===== src/design/xxtea_pkg.sv =====
package xxtea_pkg;

  localparam int unsigned WORD_W    = 32;
  localparam int unsigned KEY_WORDS = 4;
  localparam int unsigned ROUND_W   = 6;
  localparam int unsigned NUM_W     = 7;
  localparam int unsigned REG_IDX_W = 3;
  localparam int unsigned STATUS_W  = 2;

  localparam logic [WORD_W-1:0] DELTA = 32'h9e3779b9;

  localparam logic [REG_IDX_W-1:0] REG_KEY0 = 3'd0;
  localparam logic [REG_IDX_W-1:0] REG_KEY1 = 3'd1;
  localparam logic [REG_IDX_W-1:0] REG_KEY2 = 3'd2;
  localparam logic [REG_IDX_W-1:0] REG_KEY3 = 3'd3;
  localparam logic [REG_IDX_W-1:0] REG_MODE = 3'd4;

  localparam logic [STATUS_W-1:0] STATUS_OK       = 2'd0;
  localparam logic [STATUS_W-1:0] STATUS_SHORT    = 2'd1;
  localparam logic [STATUS_W-1:0] STATUS_OVERFLOW = 2'd2;

  typedef enum logic [2:0] {
    ST_LOAD,
    ST_PRE0,
    ST_PRE1,
    ST_PRE2,
    ST_RUN,
    ST_EMIT
  } state_e;

  // Number of full rounds over the block: 6 + 52 / n, for n of 2 or more.
  function automatic logic [ROUND_W-1:0] rounds_for(input logic [NUM_W-1:0] n);
    logic [ROUND_W-1:0] q;
    if (n >= 7'd53) begin
      q = 6'd0;
    end else if (n >= 7'd27) begin
      q = 6'd1;
    end else if (n >= 7'd18) begin
      q = 6'd2;
    end else if (n >= 7'd14) begin
      q = 6'd3;
    end else if (n >= 7'd11) begin
      q = 6'd4;
    end else if (n >= 7'd9) begin
      q = 6'd5;
    end else if (n == 7'd8) begin
      q = 6'd6;
    end else if (n == 7'd7) begin
      q = 6'd7;
    end else if (n == 7'd6) begin
      q = 6'd8;
    end else if (n == 7'd5) begin
      q = 6'd10;
    end else if (n == 7'd4) begin
      q = 6'd13;
    end else if (n == 7'd3) begin
      q = 6'd17;
    end else if (n == 7'd2) begin
      q = 6'd26;
    end else begin
      q = 6'd0;
    end
    return 6'd6 + q;
  endfunction

endpackage


===== src/design/xxtea_if.sv =====
interface xxtea_in_if
  import xxtea_pkg::*;
();
  logic              valid;
  logic              ready;
  logic [WORD_W-1:0] data_word;
  logic              last_word;

  modport source (output valid, output data_word, output last_word, input ready);
  modport sink (input valid, input data_word, input last_word, output ready);
endinterface

interface xxtea_out_if
  import xxtea_pkg::*;
();
  logic                valid;
  logic                ready;
  logic [WORD_W-1:0]   result_word;
  logic                final_word;
  logic [STATUS_W-1:0] status;

  modport source (output valid, output result_word, output final_word, output status,
                  input ready);
  modport sink (input valid, input result_word, input final_word, input status,
                output ready);
endinterface


===== src/design/xxtea_word_ram.sv =====
module xxtea_word_ram
  import xxtea_pkg::*;
#(
  parameter int unsigned DEPTH = 64,
  parameter int unsigned AW    = $clog2(DEPTH)
) (
  input  logic              clk_i,
  input  logic              we_i,
  input  logic [AW-1:0]     waddr_i,
  input  logic [WORD_W-1:0] wdata_i,
  input  logic [AW-1:0]     raddr_i,
  output logic [WORD_W-1:0] rdata_o
);

  logic [WORD_W-1:0] mem [DEPTH];
  logic [WORD_W-1:0] rdata_q;

  always_ff @(posedge clk_i) begin
    if (we_i) begin
      mem[waddr_i] <= wdata_i;
    end
  end

  // A read of the entry written at the same edge returns the new word.
  always_ff @(posedge clk_i) begin
    if (we_i && (waddr_i == raddr_i)) begin
      rdata_q <= wdata_i;
    end else begin
      rdata_q <= mem[raddr_i];
    end
  end

  assign rdata_o = rdata_q;

endmodule


===== src/design/xxtea_mix.sv =====
module xxtea_mix
  import xxtea_pkg::*;
(
  input  logic              decrypt_i,
  input  logic [WORD_W-1:0] y_i,
  input  logic [WORD_W-1:0] z_i,
  input  logic [WORD_W-1:0] sum_i,
  input  logic [WORD_W-1:0] key_i,
  input  logic [WORD_W-1:0] target_i,
  output logic [WORD_W-1:0] word_o
);

  logic [WORD_W-1:0] a;
  logic [WORD_W-1:0] b;
  logic [WORD_W-1:0] m;

  assign a = ((z_i >> 5) ^ (y_i << 2)) + ((y_i >> 3) ^ (z_i << 4));
  assign b = (sum_i ^ y_i) + (key_i ^ z_i);
  assign m = a ^ b;
  assign word_o = decrypt_i ? (target_i - m) : (target_i + m);

endmodule


===== src/design/xxtea_block_cipher_core.sv =====
// Words of a block are taken one per cycle while the core is in ST_LOAD; a block of
// two or more words then passes the preload states ST_PRE0, ST_PRE1 and ST_PRE2 and
// n * (6 + 52 / n) mixing steps, one per cycle, before its n result words leave
// at up to one per cycle; a one-word block goes straight to its result. The mixing
// rate is set by the single read port of the word memory, one step per cycle.
// Reset clears the control state, the key and the mode; the word memory is not cleared.
module xxtea_block_cipher_core
  import xxtea_pkg::*;
#(
  parameter int unsigned MAX_WORDS = 64
) (
  input  logic                 clk_i,
  input  logic                 rst_ni,
  input  logic                 cfg_we_i,
  input  logic [REG_IDX_W-1:0] cfg_idx_i,
  input  logic [WORD_W-1:0]    cfg_wdata_i,
  xxtea_in_if.sink             req_i,
  xxtea_out_if.source          rsp_o
);

  localparam int unsigned AW = $clog2(MAX_WORDS);
  localparam int unsigned CW = $clog2(MAX_WORDS + 1);

  state_e state_q, state_d;

  logic [WORD_W-1:0]   key_q [KEY_WORDS];
  logic                mode_q;

  logic [CW-1:0]       count_q, count_d;
  logic                ovf_q, ovf_d;
  logic [CW-1:0]       n_q, n_d;
  logic [STATUS_W-1:0] status_q, status_d;
  logic [AW-1:0]       p_q, p_d;
  logic [ROUND_W-1:0]  rnd_q, rnd_d;
  logic [WORD_W-1:0]   sum_q, sum_d;
  logic [WORD_W-1:0]   w_q, w_d;
  logic [WORD_W-1:0]   t_q, t_d;
  logic [AW-1:0]       i_q, i_d;

  logic                ovalid_q, ovalid_d;
  logic                oload;
  logic [WORD_W-1:0]   oword_q;
  logic                ofinal_q;
  logic [STATUS_W-1:0] ostatus_q;

  logic                ram_we;
  logic [AW-1:0]       ram_waddr;
  logic [WORD_W-1:0]   ram_wdata;
  logic [AW-1:0]       ram_raddr;
  logic [WORD_W-1:0]   ram_rdata;

  logic [AW-1:0]       last_idx;
  logic [1:0]          key_sel;
  logic [WORD_W-1:0]   mix_y;
  logic [WORD_W-1:0]   mix_z;
  logic [WORD_W-1:0]   mix_word;

  logic                room;
  logic [CW-1:0]       cnt_new;
  logic                ovf_new;
  logic                wrap;
  logic [AW-1:0]       p_nx;

  function automatic logic [AW-1:0] read_addr(input logic [AW-1:0] p,
                                               input logic [AW-1:0] last,
                                               input logic dec);
    logic [AW-1:0] r;
    if (dec) begin
      r = (p == '0) ? last : p - AW'(1);
    end else begin
      r = (p == last) ? '0 : p + AW'(1);
    end
    return r;
  endfunction

  xxtea_word_ram #(
    .DEPTH (MAX_WORDS),
    .AW    (AW)
  ) u_ram (
    .clk_i   (clk_i),
    .we_i    (ram_we),
    .waddr_i (ram_waddr),
    .wdata_i (ram_wdata),
    .raddr_i (ram_raddr),
    .rdata_o (ram_rdata)
  );

  assign last_idx = AW'(n_q - CW'(1));
  assign key_sel  = 2'(p_q) ^ sum_q[3:2];
  assign mix_y    = mode_q ? w_q : ram_rdata;
  assign mix_z    = mode_q ? ram_rdata : w_q;

  xxtea_mix u_mix (
    .decrypt_i (mode_q),
    .y_i       (mix_y),
    .z_i       (mix_z),
    .sum_i     (sum_q),
    .key_i     (key_q[key_sel]),
    .target_i  (t_q),
    .word_o    (mix_word)
  );

  always_ff @(posedge clk_i or negedge rst_ni) begin
    if (!rst_ni) begin
      for (int k = 0; k < KEY_WORDS; k++) begin
        key_q[k] <= '0;
      end
      mode_q <= 1'b0;
    end else if (cfg_we_i) begin
      case (cfg_idx_i)
        REG_KEY0: key_q[0] <= cfg_wdata_i;
        REG_KEY1: key_q[1] <= cfg_wdata_i;
        REG_KEY2: key_q[2] <= cfg_wdata_i;
        REG_KEY3: key_q[3] <= cfg_wdata_i;
        REG_MODE: mode_q   <= cfg_wdata_i[0];
        default: ;
      endcase
    end
  end

  always_ff @(posedge clk_i or negedge rst_ni) begin
    if (!rst_ni) begin
      state_q  <= ST_LOAD;
      count_q  <= '0;
      ovf_q    <= 1'b0;
      ovalid_q <= 1'b0;
    end else begin
      state_q  <= state_d;
      count_q  <= count_d;
      ovf_q    <= ovf_d;
      ovalid_q <= ovalid_d;
    end
  end

  always_ff @(posedge clk_i) begin
    n_q      <= n_d;
    status_q <= status_d;
    p_q      <= p_d;
    rnd_q    <= rnd_d;
    sum_q    <= sum_d;
    w_q      <= w_d;
    t_q      <= t_d;
    i_q      <= i_d;
    if (oload) begin
      oword_q   <= ram_rdata;
      ofinal_q  <= (i_q == last_idx);
      ostatus_q <= status_q;
    end
  end

  always_comb begin
    state_d   = state_q;
    count_d   = count_q;
    ovf_d     = ovf_q;
    n_d       = n_q;
    status_d  = status_q;
    p_d       = p_q;
    rnd_d     = rnd_q;
    sum_d     = sum_q;
    w_d       = w_q;
    t_d       = t_q;
    i_d       = i_q;
    oload     = 1'b0;
    ovalid_d  = ovalid_q && !rsp_o.ready;
    ram_we    = 1'b0;
    ram_waddr = AW'(count_q);
    ram_wdata = req_i.data_word;
    ram_raddr = i_q;
    req_i.ready = 1'b0;

    room    = (count_q < CW'(MAX_WORDS));
    cnt_new = count_q + CW'(room);
    ovf_new = ovf_q | !room;
    wrap    = mode_q ? (p_q == '0) : (p_q == last_idx);
    p_nx    = wrap ? (mode_q ? last_idx : '0)
                   : (mode_q ? p_q - AW'(1) : p_q + AW'(1));

    case (state_q)
      ST_LOAD: begin
        req_i.ready = 1'b1;
        if (req_i.valid) begin
          ram_we  = room;
          count_d = cnt_new;
          ovf_d   = ovf_new;
          if (req_i.last_word) begin
            n_d       = cnt_new;
            count_d   = '0;
            ovf_d     = 1'b0;
            i_d       = '0;
            ram_raddr = '0;
            if (cnt_new <= CW'(1)) begin
              status_d = STATUS_SHORT;
              state_d  = ST_EMIT;
            end else begin
              status_d = ovf_new ? STATUS_OVERFLOW : STATUS_OK;
              state_d  = ST_PRE0;
            end
          end
        end
      end
      ST_PRE0: begin
        rnd_d     = rounds_for(NUM_W'(n_q));
        ram_raddr = mode_q ? '0 : last_idx;
        state_d   = ST_PRE1;
      end
      ST_PRE1: begin
        w_d       = ram_rdata;
        ram_raddr = mode_q ? last_idx : '0;
        state_d   = ST_PRE2;
      end
      ST_PRE2: begin
        t_d       = ram_rdata;
        p_d       = mode_q ? last_idx : '0;
        sum_d     = mode_q ? 32'(32'(rnd_q) * DELTA) : DELTA;
        ram_raddr = read_addr(mode_q ? last_idx : '0, last_idx, mode_q);
        state_d   = ST_RUN;
      end
      ST_RUN: begin
        ram_we    = 1'b1;
        ram_waddr = p_q;
        ram_wdata = mix_word;
        w_d       = mix_word;
        t_d       = ram_rdata;
        p_d       = p_nx;
        ram_raddr = read_addr(p_nx, last_idx, mode_q);
        if (wrap) begin
          sum_d = mode_q ? sum_q - DELTA : sum_q + DELTA;
          rnd_d = rnd_q - ROUND_W'(1);
          if (rnd_q == ROUND_W'(1)) begin
            i_d       = '0;
            ram_raddr = '0;
            state_d   = ST_EMIT;
          end
        end
      end
      ST_EMIT: begin
        if (!ovalid_q || rsp_o.ready) begin
          oload    = 1'b1;
          ovalid_d = 1'b1;
          if (i_q == last_idx) begin
            state_d = ST_LOAD;
          end else begin
            i_d       = i_q + AW'(1);
            ram_raddr = i_q + AW'(1);
          end
        end
      end
      default: begin
        state_d = ST_LOAD;
      end
    endcase
  end

  assign rsp_o.valid       = ovalid_q;
  assign rsp_o.result_word = oword_q;
  assign rsp_o.final_word  = ofinal_q;
  assign rsp_o.status      = ostatus_q;

  a_short_is_single: assert property (@(posedge clk_i) disable iff (!rst_ni)
    (rsp_o.valid && (rsp_o.status == STATUS_SHORT)) |-> rsp_o.final_word)
    else $error("single-word result not marked final");

  a_count_bound: assert property (@(posedge clk_i) disable iff (!rst_ni)
    count_q <= CW'(MAX_WORDS))
    else $error("word count beyond capacity");

  a_step_in_block: assert property (@(posedge clk_i) disable iff (!rst_ni)
    (state_q == ST_RUN) |-> (CW'(p_q) < n_q))
    else $error("mixing step outside the block");

  a_emit_holds_input: assert property (@(posedge clk_i) disable iff (!rst_ni)
    (state_q == ST_EMIT) |-> !req_i.ready)
    else $error("request taken while results are pending");

endmodule

===== src/flat_wrapper.sv =====
// flat-port wrapper written by rule: the top's interface ports become plain ports
module xxtea_block_cipher_core_flat import xxtea_pkg::*;
#(
  parameter int unsigned MAX_WORDS = 64
)
  (clk_i, rst_ni, cfg_we_i, cfg_idx_i, cfg_wdata_i, req_i_valid, req_i_data_word, req_i_last_word, req_i_ready, rsp_o_valid, rsp_o_result_word, rsp_o_final_word, rsp_o_status, rsp_o_ready);
  xxtea_in_if req_i_i ();
  xxtea_out_if rsp_o_i ();
  input  logic clk_i;
  input  logic rst_ni;
  input  logic cfg_we_i;
  input  logic [REG_IDX_W-1:0] cfg_idx_i;
  input  logic [WORD_W-1:0] cfg_wdata_i;
  input wire logic [$bits(req_i_i.valid)-1:0] req_i_valid;
  input wire logic [$bits(req_i_i.data_word)-1:0] req_i_data_word;
  input wire logic [$bits(req_i_i.last_word)-1:0] req_i_last_word;
  output wire logic [$bits(req_i_i.ready)-1:0] req_i_ready;
  output wire logic [$bits(rsp_o_i.valid)-1:0] rsp_o_valid;
  output wire logic [$bits(rsp_o_i.result_word)-1:0] rsp_o_result_word;
  output wire logic [$bits(rsp_o_i.final_word)-1:0] rsp_o_final_word;
  output wire logic [$bits(rsp_o_i.status)-1:0] rsp_o_status;
  input wire logic [$bits(rsp_o_i.ready)-1:0] rsp_o_ready;
  assign req_i_i.valid = req_i_valid;
  assign req_i_i.data_word = req_i_data_word;
  assign req_i_i.last_word = req_i_last_word;
  assign req_i_ready = req_i_i.ready;
  assign rsp_o_valid = rsp_o_i.valid;
  assign rsp_o_result_word = rsp_o_i.result_word;
  assign rsp_o_final_word = rsp_o_i.final_word;
  assign rsp_o_status = rsp_o_i.status;
  assign rsp_o_i.ready = rsp_o_ready;
  xxtea_block_cipher_core #(.MAX_WORDS(MAX_WORDS)) u_core (.clk_i(clk_i), .rst_ni(rst_ni), .cfg_we_i(cfg_we_i), .cfg_idx_i(cfg_idx_i), .cfg_wdata_i(cfg_wdata_i), .req_i(req_i_i), .rsp_o(rsp_o_i));
endmodule

===== config.mk =====
export PLATFORM = sky130hd
export DESIGN_NAME = xxtea_block_cipher_core_flat
export DESIGN_NICKNAME = d
export VERILOG_FILES = /design/src/design/xxtea_pkg.sv /design/src/design/xxtea_if.sv /design/src/design/xxtea_word_ram.sv /design/src/design/xxtea_mix.sv /design/src/design/xxtea_block_cipher_core.sv /design/src/flat_wrapper.sv
export SDC_FILE = /design/constraint.sdc
export NUM_CORES = 2
export LEC_CHECK = 0
export ABC_CLOCK_PERIOD_IN_PS = 31400
export BUFFER_PORTS_ARGS = -buffer_cell sky130_fd_sc_hd__buf_2
export CORE_ASPECT_RATIO = 1.75
export CORE_MARGIN = 5
export CORE_UTILIZATION = 50
export CTS_CLUSTER_SIZE = 8
export DETAILED_ROUTE_END_ITERATION = 8
export HOLD_SLACK_MARGIN = 0.03
export PLACE_DENSITY = 0.65
export SETUP_SLACK_MARGIN = 0.2
export SYNTH_ARGS = -nofsm -noshare
export SYNTH_HDL_FRONTEND = slang
export SYNTH_SLANG_ARGS = --single-unit

===== constraint.sdc =====
create_clock -name clk_i -period 31.4 [get_ports clk_i]
set_input_delay 1.57 -clock clk_i [delete_from_list [all_inputs] [get_ports clk_i]]
set_output_delay 1.57 -clock clk_i [all_outputs]
set_load 0.05 [all_outputs]

==> impl_metrics.json <==
{
  "post_drt_via_cell_ratio": 6.411,
  "synthesis.nets": 5868,
  "finalSetupViolations": 0,
  "worstMarginPinSlew_ns": 1.275,
  "fillCellCount": 15210,
  "crit_top_cell": "xnor2_1",
  "gp_congestion": 0.9548,
  "start_kind": "register",
  "port_buffers": 109,
  "tritoncts": "built",
  "layout_commonest_cell": "edfxtp_1",
  "finalWirelength_mm": 288.8,
  "numCtsBuffers": 336,
  "ys_ff_latch": 2353,
  "path_class": "reg2reg",
  "max_freq_mhz": 77.51,
  "async_reset_ff_share_pct": 5.992,
  "hold_slack_ns": 0.4222,
  "relSlewSlack_pct": 14.98,
  "final_layout_size_suffix_gt1_share_pct": 26.38,
  "track_usage_pct": 26.70,
  "grt_max_degree": 133,
  "postCtsResizedCells": 0,
  "hold_buffers": 0,
  "final.setup_skew_ns": 0.05945,
  "drc": 0,
  "layout.nets": 6223,
  "final_core_util_pct": 56.90,
  "ys_seq_area_share_pct": 67.83,
  "period_needed_ns": 12.90,
  "clk_pin_slew_ns": 0.05,
  "synth_area_per_cell_um2": 18.53,
  "design.core.area_um2": 205100,
  "drt_iter0_markers": 5416,
  "vias": 55460,
  "postCtsSetupBuffers": 0,
  "synth_area_leaders": "edfxtp_1 64%, mux4_2 15%, dfrtp_1 3.4%",
  "grt_pass1_wl_mm": 415.7,
  "start_util_pct": 50.25,
  "grt.overflow.total": 0,
  "critPathMaxFanout": 67,
  "dieArea_um2": 215600,
  "layout_common_cells": "2206 x edfxtp_1, 683 x mux4_2, 340 x clkbuf_16, 242 x nand2_1, 214 x xnor2_1",
  "antenna_found_initial": 9,
  "endpoint_kind": "register",
  "period_share_pct": 41.09,
  "cts_buffer_depth": 4,
  "critPathMaxStageDelay_ns": 1.05,
  "dieHeight_um": 610.5,
  "synthDistinctLibCells": 93,
  "clkLatencyLatePin_ns": 0.86,
  "slew_viol_final": 0,
  "pin_count": 110,
  "wire_per_inst_um": 33.38,
  "syn_inst": 5560,
  "syn_to_final_growth_pct": 13.25,
  "fin_area_um2": 116700,
  "cts_sinks": 2353,
  "maxCapViolations": 0,
  "slowest_stage": "a311oi_1",
  "grt_pass1_vias": 57860,
  "hpwl_mm": 176.7,
  "antenna_left": 0,
  "yosysTopAreaCell": "edfxtp_1",
  "rows": 220,
  "syn-cell-area_um2": 103000,
  "h-tree-depth": 5,
  "root_buffer": "clkbuf_16",
  "crit_required_ns": 31.93,
  "fin_tns_setup_ns": 0,
  "ys.flop_type": "edfxtp_1",
  "crit_arrival_ns": 13.43,
  "status": "finished, final reports clean",
  "synth_edf_count": 2206,
  "die_x_um": 353.2,
  "placed_area_um2": 107700,
  "finalHoldViolations": 0,
  "yosys.area.top_type_share_pct": 64.29,
  "rsz0062_at_grt": "no",
  "firstDrtPassIters": 6,
  "hold_class": "reg2reg",
  "yosys_warnings": 0
}
## per-stage QoR
step / cells / setup slack (ns)
6_report: 8651 / 18.50
5_1_grt: 8650 / 17.58
4_1_cts: 8649 / 18.63
3_5_place_dp: 8241 / 18.73
3_3_place_gp: 8241 / 18.72
2_1_floorplan: 5560 / 20.60
## cell type report
| cell class | instances | area [um^2] | area share [%] |
|---|---|---|---|
| multi-input cells | 2834 | 32270 | 27.65 |
| inverters | 138 | 518.0 | 0.4439 |
| well taps | 2664 | 3333 | 2.856 |
| clock buffers | 388 | 8688 | 7.446 |
| clock inverters | 20 | 300.3 | 0.2573 |
| diodes | 2 | 5.005 | 0.004289 |
| flip-flops and latches | 2353 | 69920 | 59.92 |
| repair buffers | 252 | 1663 | 1.425 |
## cells in the mapped netlist (10+ instances only)
master    number
o22ai_1       11
a22oi_1       16
a31oi_1       37
buf_1         56
nor2b_1       23
nor2_1       216
buf_2         57
fa_1          37
xor2_1       132
dfrtp_1      141
o21a_1        26
xnor2_1      215
nand2_1      258
a21oi_1      170
ha_1         198
a41oi_1       10
o21bai_1      17
o211ai_1      16
a21o_1        79
and2_1        13
o31ai_1       18
nor3_1        33
o21ai_0      101
mux2_2       151
mux4_2       683
nand3_1       47
edfxtp_1    2206
a211oi_1      20
mux2i_1       86
inv_1        131
nand2b_1      29
o21ai_1       18
nor3b_1       10
clkbuf_1     117
and3_1        17
## per-layer routing
metal / track usage [%] / vias to the layer above / share of wire (%)
li1: - / 22990 / -
met1: 31.61 / 29520 / 35
met2: 48.36 / 2394 / 53
met3: 3.861 / 555 / 6.4
met4: 12.23 / 4 / 5.2
met5: 0 / - / 0.0093
## worst paths after layout
kind / from / endpoint / slack [ns] / depth (start not counted)
max: register / u_core.u_ram.mem[42][31] / 18.50 / 33
min: u_core.status_q[0] / u_core.rsp_o.status[0] / 0.42 / 0
max reg2reg: register / u_core.u_ram.mem[42][31] / 18.50 / 33
min reg2reg: u_core.status_q[0] / u_core.rsp_o.status[0] / 0.42 / 0
max in group asynchronous: rst_ni / u_core.key_q[98] / 29.03 / 2
min in group asynchronous: rst_ni / u_core.state_q[0] / 0.70 / 1
## kinds of logic after synthesis
logic type	Yosys count	share of synthesized area [%]
compound gates	610	3.818
xor+xnor	355	3.127
fa+ha+maj	235	3.123
buf+inv	373	1.466
flops	2353	67.83
mux	923	17.49
simple gates	711	3.149
## worst max-delay path, delay by kind of cell, from the launching register on
family	cells	cell delay [ns]
AO/OA/AOI/OAI	10	2.97
AND/OR/NAND/NOR	6	1.45
flip-flops	1	0.78
XOR/XNOR	6	1.64
adder cells (fa/ha/maj)	2	0.67
buffers and inverters	5	2.51
multiplexers	4	2.14
## registers in the layout, summed over array words and instances, names as in the netlist, 3 cells and up, named ones only
signal	cells
u_core.rnd_q	6
u_core.key_q	128
u_core.sum_q	32
u_core.u_ram.mem	2048
u_core.n_q	7
u_core.t_q	32
u_core.count_q	7
u_core.p_q	6
u_core.state_q	3
u_core.rsp_o.result_word	32
u_core.w_q	32
u_core.i_q	6
Power is left out: the tool's default activity adds up to more than one toggle a clock period on the data nets, which glitch-free logic cannot reach.
